===== config.mk =====
export PLATFORM = sky130hd
export DESIGN_NAME = base58_block_decoder_core
export DESIGN_NICKNAME = d
export VERILOG_FILES = /design/src/rtl/b58bd_pkg.sv /design/src/rtl/base58_block_decoder_core.sv /design/src/rtl/b58bd_outq.sv
export SDC_FILE = /design/constraint.sdc
export NUM_CORES = 1
export LEC_CHECK = 0
export ABC_AREA = 1
export BUFFER_PORTS_ARGS = -buffer_cell sky130_fd_sc_hd__buf_2
export CAP_MARGIN = 20
export CORE_UTILIZATION = 40
export DETAILED_ROUTE_END_ITERATION = 16
export GPL_ROUTABILITY_DRIVEN = 0
export GPL_TIMING_DRIVEN = 0
export PLACE_DENSITY = 0.64
export SLEW_MARGIN = 30
export SYNTH_ARGS = -nofsm -noshare
export SYNTH_HDL_FRONTEND = slang
export SYNTH_SLANG_ARGS = --single-unit

===== constraint.sdc =====
create_clock -name clk -period 10.15 [get_ports clk]
set_clock_uncertainty 0.2 [all_clocks]
set_input_delay 0.5075 -clock clk [delete_from_list [all_inputs] [get_ports clk]]
set_output_delay 0.5075 -clock clk [all_outputs]
set_load 0.03 [all_outputs]

===== src/rtl/b58bd_pkg.sv =====
// Shared types, codes and lookup functions for the Base58 block decoder.
`timescale 1ns / 1ps

package b58bd_pkg;

	localparam int unsigned FullChars = 11;
	localparam int unsigned FullBytes = 8;

	typedef enum logic [1:0] {
		ST_DATA     = 2'd0,
		ST_BAD_CHAR = 2'd1,
		ST_OVERFLOW = 2'd2,
		ST_BAD_TAIL = 2'd3
	} status_t;

	typedef struct packed {
		logic [7:0] char_code;
		logic       last_char;
	} char_item_t;

	typedef struct packed {
		logic [7:0] out_byte;
		status_t    status;
		logic       last_of_run;
		logic       end_of_string;
	} result_item_t;

	// One group of results caused by a single character.
	typedef struct packed {
		logic [63:0] value;  // bytes, big-endian; zero for errors
		logic [2:0]  left;   // results remaining after the current one
		status_t     status;
		logic        eos;
	} grp_t;

	typedef struct packed {
		logic       ok;
		logic [5:0] digit;
	} digit_t;

	function automatic digit_t b58_digit(input logic [7:0] c);
		digit_t d;
		d.ok    = 1'b1;
		d.digit = 6'd0;
		case (c) inside
			[8'h31:8'h39]: d.digit = 6'(c - 8'h31);
			[8'h41:8'h48]: d.digit = 6'(c - 8'h41 + 8'd9);
			[8'h4a:8'h4e]: d.digit = 6'(c - 8'h4a + 8'd17);
			[8'h50:8'h5a]: d.digit = 6'(c - 8'h50 + 8'd22);
			[8'h61:8'h6b]: d.digit = 6'(c - 8'h61 + 8'd33);
			[8'h6d:8'h7a]: d.digit = 6'(c - 8'h6d + 8'd44);
			default:       d.ok    = 1'b0;
		endcase
		return d;
	endfunction

	// Bytes produced by a tail of n characters; zero marks a rejected length.
	function automatic logic [3:0] tail_bytes(input logic [3:0] n);
		logic [3:0] b;
		case (n)
			4'd2:    b = 4'd1;
			4'd3:    b = 4'd2;
			4'd5:    b = 4'd3;
			4'd6:    b = 4'd4;
			4'd7:    b = 4'd5;
			4'd9:    b = 4'd6;
			4'd10:   b = 4'd7;
			4'd11:   b = 4'd8;
			default: b = 4'd0;
		endcase
		return b;
	endfunction

endpackage


===== src/rtl/base58_block_decoder_core.sv =====
// Top level of the streaming Base58 block decoder.
`timescale 1ns / 1ps

// Base58 block decoder, one character per transaction.
// Input channel char_valid/char_ready/char_data carries a character and a
// flag on the string's last character. Output channel res_valid/res_ready/
// res_data carries one decoded byte or one error code per transaction.
// Every 11 characters give 8 bytes, most significant first; the string's
// tail gives 1 to 7 bytes; any failure gives a single error result, and
// later characters of that string give nothing.
// A character taken is registered in the input stage and decoded there;
// its result group is pushed into the output queue, whose head is offered.
// Throughput: one character per cycle while the decode stage advances; the
// result side moves one byte per cycle while res_ready is high. The decode
// stage holds while a two-group output queue is full, so a long stall of the
// receiver backs up into char_ready after two groups. Characters that cause
// no result pass the decode stage even when the queue is full.
// Reset clears the block accumulator, character count, error flag and
// all valid bits; no result is pending after reset.

module base58_block_decoder_core (
	input  logic                     clk,
	input  logic                     arst_n,
	input  logic                     char_valid,
	output logic                     char_ready,
	input  b58bd_pkg::char_item_t    char_data,
	output logic                     res_valid,
	input  logic                     res_ready,
	output b58bd_pkg::result_item_t  res_data
);
	import b58bd_pkg::*;

	logic       valid_s1;
	char_item_t char_s1;

	logic [63:0] acc_q, acc_n;
	logic        ovf_q, ovf_n;
	logic [3:0]  cib_q, cib_n;
	logic        fail_q, fail_n;

	digit_t      dig;
	logic [70:0] prod;
	logic [63:0] acc_new;
	logic        ovf_new;
	logic [3:0]  cnt;
	logic [3:0]  nbytes;
	logic        has_res;
	grp_t        grp;
	logic        space;
	logic        advance;

	assign advance    = valid_s1 && (!has_res || space);
	assign char_ready = !valid_s1 || advance;

	always_comb begin
		dig     = b58_digit(char_s1.char_code);
		prod    = {7'd0, acc_q} * 71'd58 + {65'd0, dig.digit};
		acc_new = prod[63:0];
		ovf_new = ovf_q || (prod[70:64] != 7'd0);
		cnt     = (cib_q >= 4'(FullChars)) ? 4'(FullChars) : cib_q + 4'd1;
		nbytes  = tail_bytes(cnt);

		acc_n        = 64'd0;
		ovf_n        = 1'b0;
		cib_n        = 4'd0;
		fail_n       = fail_q;
		has_res      = 1'b0;
		grp.value    = 64'd0;
		grp.left     = 3'd0;
		grp.status   = ST_DATA;
		grp.eos      = 1'b1;

		if (fail_q) begin
			if (char_s1.last_char) begin
				fail_n = 1'b0;
			end
		end else if (!dig.ok) begin
			has_res    = 1'b1;
			grp.status = ST_BAD_CHAR;
			fail_n     = !char_s1.last_char;
		end else if (cnt == 4'(FullChars)) begin
			has_res = 1'b1;
			if (ovf_new) begin
				grp.status = ST_OVERFLOW;
				fail_n     = !char_s1.last_char;
			end else begin
				grp.value = acc_new;
				grp.left  = 3'(FullBytes - 1);
				grp.eos   = char_s1.last_char;
			end
		end else if (!char_s1.last_char) begin
			acc_n = acc_new;
			ovf_n = ovf_new;
			cib_n = cnt;
		end else begin
			has_res = 1'b1;
			if (nbytes == 4'd0) begin
				grp.status = ST_BAD_TAIL;
			end else if (ovf_new || ((acc_new >> {nbytes[2:0], 3'b000}) != 64'd0)) begin
				grp.status = ST_OVERFLOW;
			end else begin
				grp.value = acc_new;
				grp.left  = nbytes[2:0] - 3'd1;
			end
		end
	end

	always_ff @(posedge clk or negedge arst_n) begin
		if (!arst_n) begin
			valid_s1 <= 1'b0;
			acc_q    <= 64'd0;
			ovf_q    <= 1'b0;
			cib_q    <= 4'd0;
			fail_q   <= 1'b0;
		end else begin
			if (char_ready) begin
				valid_s1 <= char_valid;
			end
			if (advance) begin
				acc_q  <= acc_n;
				ovf_q  <= ovf_n;
				cib_q  <= cib_n;
				fail_q <= fail_n;
			end
		end
	end

	always_ff @(posedge clk) begin
		if (char_valid && char_ready) begin
			char_s1 <= char_data;
		end
	end

	b58bd_outq u_outq (
		.clk       (clk),
		.arst_n    (arst_n),
		.push      (advance && has_res),
		.grp       (grp),
		.space     (space),
		.res_valid (res_valid),
		.res_ready (res_ready),
		.res_data  (res_data)
	);

	a_cib_range: assert property (@(posedge clk) disable iff (!arst_n)
		cib_q <= 4'd10)
		else $error("block character count out of range");
	a_fail_clear: assert property (@(posedge clk) disable iff (!arst_n)
		fail_q |-> cib_q == 4'd0 && !ovf_q && acc_q == 64'd0)
		else $error("block state kept after error");
	a_err_single: assert property (@(posedge clk) disable iff (!arst_n)
		advance && has_res && grp.status != ST_DATA |->
			grp.left == 3'd0 && grp.eos && grp.value == 64'd0)
		else $error("error group not a single final result");
	a_mid_block: assert property (@(posedge clk) disable iff (!arst_n)
		advance && has_res && grp.status == ST_DATA && !grp.eos |->
			grp.left == 3'(FullBytes - 1))
		else $error("non-final data group is not a full block");

endmodule


===== src/rtl/b58bd_outq.sv =====
// Two-entry result group queue that serializes each group into single bytes.
`timescale 1ns / 1ps

module b58bd_outq (
	input  logic                     clk,
	input  logic                     arst_n,
	input  logic                     push,
	input  b58bd_pkg::grp_t          grp,
	output logic                     space,
	output logic                     res_valid,
	input  logic                     res_ready,
	output b58bd_pkg::result_item_t  res_data
);
	import b58bd_pkg::*;

	grp_t h0_q, h1_q, h0_n, h1_n;
	logic v0_q, v1_q, v0_n, v1_n;
	logic pop;

	assign space     = !v1_q;
	assign res_valid = v0_q;
	assign pop       = v0_q && res_ready;

	always_comb begin
		res_data.out_byte      = h0_q.value[{h0_q.left, 3'b000} +: 8];
		res_data.status        = h0_q.status;
		res_data.last_of_run   = (h0_q.left == 3'd0);
		res_data.end_of_string = h0_q.eos && (h0_q.left == 3'd0);
	end

	always_comb begin
		h0_n = h0_q;
		h1_n = h1_q;
		v0_n = v0_q;
		v1_n = v1_q;
		if (pop) begin
			if (h0_q.left == 3'd0) begin
				h0_n = h1_q;
				v0_n = v1_q;
				v1_n = 1'b0;
			end else begin
				h0_n.left = h0_q.left - 3'd1;
			end
		end
		if (push) begin
			if (!v0_n) begin
				h0_n = grp;
				v0_n = 1'b1;
			end else begin
				h1_n = grp;
				v1_n = 1'b1;
			end
		end
	end

	always_ff @(posedge clk or negedge arst_n) begin
		if (!arst_n) begin
			v0_q <= 1'b0;
			v1_q <= 1'b0;
		end else begin
			v0_q <= v0_n;
			v1_q <= v1_n;
		end
	end

	always_ff @(posedge clk) begin
		h0_q <= h0_n;
		h1_q <= h1_n;
	end

	a_order: assert property (@(posedge clk) disable iff (!arst_n) v1_q |-> v0_q)
		else $error("second entry valid without head");
	a_no_overrun: assert property (@(posedge clk) disable iff (!arst_n)
		push |-> !v1_q)
		else $error("push into full queue");
	a_partial_hold: assert property (@(posedge clk) disable iff (!arst_n)
		pop && h0_q.left != 3'd0 |=> v0_q && h0_q.left == $past(h0_q.left) - 3'd1)
		else $error("partial pop lost head group");

endmodule

Word level (Yosys, flattened, before mapping). Memory sizes are Yosys's and may differ from the RTL's. Index checks and enable logic that the tools add are counted.

Add/sub/neg operators: 15. Multiply operators: 1. Order comparisons: 13. Equality and inequality tests: 1. Shifts and indexed selects: 2. Multiplexer cells: 61. Reduce and logical (&&, ||, !) cells: 24.

Operator list (count): 2-to-1 mux 64 bit (5); 2-to-1 mux 70 bit (4); 2-to-1 mux 67 bit (4); 2-to-1 mux 69 bit (2); adder 70 x 6 -> 71 bit (1); multiplier 64 x 5 -> 69 bit, second input constant (1); nonzero test 64 bit (1); indexed part select 64 x 7 -> 8 bit (1); right shift 64 x 6 -> 64 bit (1); greater-or-equal comparator 8 x 7 -> 1 bit, second input constant (5); <= comparator 8 x 7 -> 1 bit, second input constant (5); 2-to-1 mux 6 bit (6); 2-to-1 mux 1 bit (29); 2-to-1 mux 4 bit (5); subtractor 6 bit, second input constant (3); adder 6 x 5 -> 6 bit, second input constant (2); adder 6 bit, second input constant (2); logical AND 1 bit (11); greater-or-equal comparator 8 x 6 -> 1 bit, second input constant (1); <= comparator 8 x 6 -> 1 bit, second input constant (1); 2-to-1 mux 2 bit (4); nonzero test 7 bit (1); adder 6 x 4 -> 6 bit, second input constant (1); 2-to-1 mux 3 bit (2); other kinds (12) (19).

Register bits after elaboration: 222. ROM bits: 64. Logic and storage cells: 135. Memories kept: 1.

Memory list: (name not given) (words 16, bits a word 4, read ports 1, clocked after memory_dff 0, wr ports 0, RTL line b58bd_pkg.sv:60) `case (n)`.

Depth between registers and ports, before layout.
Word-level depth: 20. Depth in mapped cells: 48.

Hierarchy. A second synthesis with hierarchy kept.

Cells, all modules: 4032. Area total of the unflattened synthesis: 25215.4 µm².

By module, submodules not included: base58_block_decoder_core (instances 1, cells each 3269, area an instance 19022.0 µm², sequential area each 2047.0 µm²); b58bd_outq (instances 1, cells each 763, area an instance 6193.4 µm², sequential area each 3553.4 µm²).

Worst setup path after synthesis. No wires, ideal clock.

Path type: reg2reg. Start: register char_s1[2] (netlist name). End: register u_outq.h1_q[0] (netlist name) (enable). Data arrival time: 5678 ps. Data required time: 9451 ps. Path slack: 3773 ps. Stages on the path, launching flop included: 20. Path buffers: 1. Path through: edfxtp_1 inv_1 ha_1 nand2_1 nand2_1 a21oi_1 nor4_1 inv_1 nand2_1 inv_1 nand4_1 inv_1 nor3_1 inv_1 nand3_1 nand2_1 inv_2 nand3_1 clkbuf_1 nor2_1.

Cells in the longest elaborated chain, start to end: 15. Elaborated cells on any way between the ends: 31. Those cells by class: order compare (12); mux (8); reduce/logical (11).

RTL lines: start, declared (RTL line base58_block_decoder_core.sv:34) `char_item_t char_s1;`; start signal, assigned (RTL line base58_block_decoder_core.sv:130) `char_s1 <= char_data;`; greater-or-equal comparator 8 x 7 -> 1 bit (implied by the code) / <= comparator 8 x 7 -> 1 bit (equally long branches) (RTL line base58_block_decoder_core.sv:56) `dig = b58_digit(char_s1.char_code);`; logical AND 1 bit (implied by the code) (RTL line base58_block_decoder_core.sv:56); 2-to-1 mux 1 bit (5 in a row) (RTL line b58bd_pkg.sv:45) `case (c) inside`; 2-to-1 mux 1 bit (*) (RTL line b58bd_pkg.sv:45); 2-to-1 mux 1 bit (*) (RTL line base58_block_decoder_core.sv:77) `end else if (!dig.ok) begin`; 2-to-1 mux 1 bit (*) (RTL line base58_block_decoder_core.sv:73) `if (fail_q) begin`; logical NOT 1 bit (RTL line base58_block_decoder_core.sv:52) `assign advance = valid_s1 && (!has_res || space);`; logical OR 1 bit (RTL line base58_block_decoder_core.sv:52); logical AND 1 bit (RTL line base58_block_decoder_core.sv:52); logical AND 1 bit (*) (RTL line base58_block_decoder_core.sv:137) `.push (advance && has_res),`; AND reduction 2 bit (no line) (*); end signal, assigned (RTL line b58bd_outq.sv:68) `h1_q <= h1_n;`; end, declared (RTL line b58bd_outq.sv:16) `grp_t h0_q, h1_q, h0_n, h1_n;`.

Mark *: on every way between the ends. The rest lies on a longest branch, timed or not. A chain may end at the register's enable or synchronous reset.

==> implementation parameters <==
Parameter                              Value

STA
  Number of endpoints with negative hold slack in the final report    0
  Final setup TNS    0 ps
  Period utilization    71.9%
  Relative slew margins    42.6%
  Final slew viol count    0
  Worst-Margin Slew    853 ps
  RSZ-0062 raised after global routing    false
  Setup violation total in the final timing report    0
  Worst-case hold slack    37.0 ps
  Final critical delay including setup and external delays    7290 ps
  Peak clock frequency supported by timing    0.137 GHz

Route
  Total wirelength of the detailed-routed design    75.5 mm
  DRC Markers    0
  Count of antenna-violating nets left after detailed routing    0
  Via density per instance    5.06
  Via count    23,500
  Length of the first detailed-routing pass in iterations    7
  Drt initial violations    1,890
  Routed wire length per instance    16.3 µm

Logic synthesis
  Synthesized instance count    3,769
  Most instantiated flip-flop cell in the synthesis netlist    sky130_fd_sc_hd__edfxtp_1
  Sequential area share after synthesis    23.0%
  #FFs+latches synth    222
  Unique masters post-synth    55
  Net Count, Synth    4,067
  Share of flip-flops with an asynchronous set or reset after synthesis    32.9%
  Post-synthesis cell area    24,400 µm²
  Avg Synthesized Cell Area    6.47 µm²
  Number of flops mapped to enable cells by yosys    79
  Yosys warning total    0

Power
  Leakage dissipation    0.0143 µW
  Power density over the cells    360 nW/µm²
  Largest voltage drop on the vdd net    0.209 mV
  Overall power consumption    9540 µW

Clocking
  Post-CTS resize count    0
  H-Tree Depth    1
  Buffer depth of the longest clock path    3
  Clock Pin Slew Worst Setup and Hold Paths    70 ps
  Clock buffer count from CTS    23
  Clock sink count    222
  Post-CTS setup buffers    0
  Clock tree from TritonCTS    yes
  CTS root buf    sky130_fd_sc_hd__clkbuf_16
  Worst skew pair latency    550 ps
  Number of hold buffers added after CTS    10

Place
  Number of port buffers    26
  Half-perimeter wire length of the detailed placement result    63.6 mm

Critical path
  Master of the slowest instance on the critical path    sky130_fd_sc_hd__xor2_1
  CP peak stage delay    600 ps
  Critical Path AT    7390 ps
  Required time of the critical path    10,250 ps
  Class of the most critical setup path    flip-flop to flip-flop
  Startpoint class of the critical path    flip-flop
  Highest net fanout along the worst path    10
  Critical Path End Type    flip-flop
  Critical path's most frequent cell    sky130_fd_sc_hd__nand2_1
  Count of cells along the worst register-to-register path    39

Cells and area
  Share of cells above drive strength 1    5.53%
  Nets    4,133
  Relative area change from synthesis to final layout    8.55%
  # fillers    6,331
  Number of inserted diodes    0

Global route
  Vias in the first global route    22,200
  Maximum number of pins on one net before global-route repair    62
  First-pass GRT wire length    119 mm
  Tot GR Track Use    24.4%
  Remaining Overflow, GRT    0
  Number of antenna violations at the first check in global routing    0

Min path
  Worst min-delay path category    input port to flip-flop
  Worst Hold Depth    3

Die
  Top-level port count    27
  Die boundary width    249 µm
  Site Rows    90
  Total core area    60,200 µm²
  Die ar.    61,900 µm²
  Starting density of the core    40.5%
  Height of the die    249 µm

Status
  Result of the run    completed

Flow run
  # Max-Cap Violations    0
-- per-stage QoR --
stage / util, % / setup WS [ps] / cell area (µm²) / instances
global route: 43.9 / 2400 / 26500 / 4634
floorplan: - / 3770 / 24400 / 3769
CTS: 43.9 / 3020 / 26500 / 4634
detailed placement: 42.5 / 3050 / 25600 / 4582
global placement: 42.3 / 687 / 25500 / 4577
finish: 43.9 / 2860 / 26500 / 4634
-- worst paths after layout --
check	endpoint	startpoint	slack (ps)
min reg2reg	u_outq.res_data[2]$_DFF_P_	u_outq.res_data[2]$_DFF_P_	290
max reg2reg	u_outq.h1_q[2]$_DFFE_PP_	char_s1[2]$_DFFE_PP_	2860
min in group asynchronous	acc_q[62]$_DFFE_PN0P_	arst_n	180
max in group asynchronous	acc_q[2]$_DFFE_PN0P_	arst_n	9020
max	u_outq.h1_q[2]$_DFFE_PP_	char_s1[2]$_DFFE_PP_	2860
min	valid_s1$_DFFE_PN0N_	char_valid	40
-- sequential cells by signal, indices dropped and copies added (netlist names) --
register	flops
u_outq.v1_q	1
ovf_q	1
u_outq.h1_q	70
acc_q	64
u_outq.h0_q	68
u_outq.res_valid	1
u_outq.res_data	2
fail_q	1
valid_s1	1
char_s1	9
cib_q	4
-- cell usage after synthesis (4+ instances only) --
master	number	area share, %
sky130_fd_sc_hd__nand2_1	1103	17
sky130_fd_sc_hd__inv_1	832	13
sky130_fd_sc_hd__nor2_1	398	6.1
sky130_fd_sc_hd__nand3_1	180	3.7
sky130_fd_sc_hd__ha_1	161	8.3
sky130_fd_sc_hd__a21oi_1	151	3.1
sky130_fd_sc_hd__fa_1	124	10
sky130_fd_sc_hd__o21ai_0	104	2.1
sky130_fd_sc_hd__edfxtp_1	79	9.7
sky130_fd_sc_hd__dfrtp_1	73	7.5
sky130_fd_sc_hd__dfxtp_1	70	5.7
sky130_fd_sc_hd__o22ai_1	70	1.8
sky130_fd_sc_hd__nand4_1	57	1.5
sky130_fd_sc_hd__clkbuf_1	49	0.75
sky130_fd_sc_hd__nand3_2	40	1.6
sky130_fd_sc_hd__xor2_1	34	1.2
sky130_fd_sc_hd__nor3_1	32	0.66
sky130_fd_sc_hd__nand3b_1	30	0.92
sky130_fd_sc_hd__nor2_2	30	0.77
sky130_fd_sc_hd__nand2_2	27	0.69
sky130_fd_sc_hd__a31oi_1	13	0.33
sky130_fd_sc_hd__inv_2	12	0.18
sky130_fd_sc_hd__o21bai_1	10	0.31
sky130_fd_sc_hd__buf_2	9	0.18
sky130_fd_sc_hd__o211ai_1	8	0.25
sky130_fd_sc_hd__xnor2_1	8	0.29
sky130_fd_sc_hd__buf_1	7	0.11
sky130_fd_sc_hd__nor2_4	7	0.32
sky130_fd_sc_hd__buf_6	4	0.18
sky130_fd_sc_hd__o21a_1	4	0.12
sky130_fd_sc_hd__o21ai_1	4	0.082
sky130_fd_sc_hd__o221ai_1	4	0.14
-- report_power, final --
| part | total (µW) | switching (µW) | leakage, µW | internal (µW) |
|---|---|---|---|---|
| clock | 846 | 378 | 0.000360 | 468 |
| combinational | 7230 | 5060 | 0.0116 | 2170 |
| sequential | 1460 | 176 | 0.00233 | 1280 |
| total | 9540 | 5610 | 0.0143 | 3920 |
-- critical path: cells and delay by family (launching register included) --
family | cells | cell delay (ps)
simple gates | 25 | 3340
compound gates | 5 | 980
buf+inv | 6 | 700
fa+ha+maj | 2 | 700
xor+xnor | 1 | 600
flops | 1 | 510
-- final cells by class --
type	instances	area (µm²)	share of cell area [%]
inverter	847	3180	12.0
sequential	222	5600	21.2
multi-input combinational	2626	15200	57.6
tap	782	978	3.70
clock inverter	13	110	0.416
buffer	74	360	1.36
timing repair buffer	41	362	1.37
clock buffer	29	628	2.37
-- kinds of logic (layout without fill, tap and decap cells) --
| logic type | count (synthesis) | in the layout | share of synthesized area (%) |
|---|---|---|---|
| compound gates | 381 | 381 | 8.75 |
| fa+ha+maj | 285 | 285 | 18.4 |
| buf+inv | 921 | 1004 | 14.5 |
| simple gates | 1916 | 1916 | 33.7 |
| flops | 222 | 222 | 23.0 |
| xor+xnor | 43 | 43 | 1.58 |
| mux | 1 | 1 | 0.0411 |
-- cell usage in the layout (no fill, tap or decap), types with 10 or more instances in the layout --
master / count
sky130_fd_sc_hd__nor2_2: 30
sky130_fd_sc_hd__nand3_2: 40
sky130_fd_sc_hd__nand3_1: 180
sky130_fd_sc_hd__clkbuf_1: 52
sky130_fd_sc_hd__a21oi_1: 151
sky130_fd_sc_hd__xor2_1: 34
sky130_fd_sc_hd__nor2_1: 397
sky130_fd_sc_hd__edfxtp_1: 79
sky130_fd_sc_hd__nand3b_1: 30
sky130_fd_sc_hd__nand2_2: 27
sky130_fd_sc_hd__a31oi_1: 13
sky130_fd_sc_hd__inv_2: 12
sky130_fd_sc_hd__ha_1: 161
sky130_fd_sc_hd__fa_1: 124
sky130_fd_sc_hd__o21bai_1: 10
sky130_fd_sc_hd__dlygate4sd3_1: 10
sky130_fd_sc_hd__nand2_1: 1103
sky130_fd_sc_hd__nand4_1: 57
sky130_fd_sc_hd__nor3_1: 32
sky130_fd_sc_hd__inv_1: 832
sky130_fd_sc_hd__buf_2: 34
sky130_fd_sc_hd__o22ai_1: 70
sky130_fd_sc_hd__clkbuf_16: 23
sky130_fd_sc_hd__dfrtp_1: 73
sky130_fd_sc_hd__o21ai_0: 104
sky130_fd_sc_hd__dfxtp_1: 70
-- routing by layer --
metal  track usage, %  routed length (µm)
met4             10.7                3330
met1             33.6               34000
met5                0                   0
met2             39.2               33500
met3             1.75                4670
No activity file was read; power rests on OpenSTA's default activity.
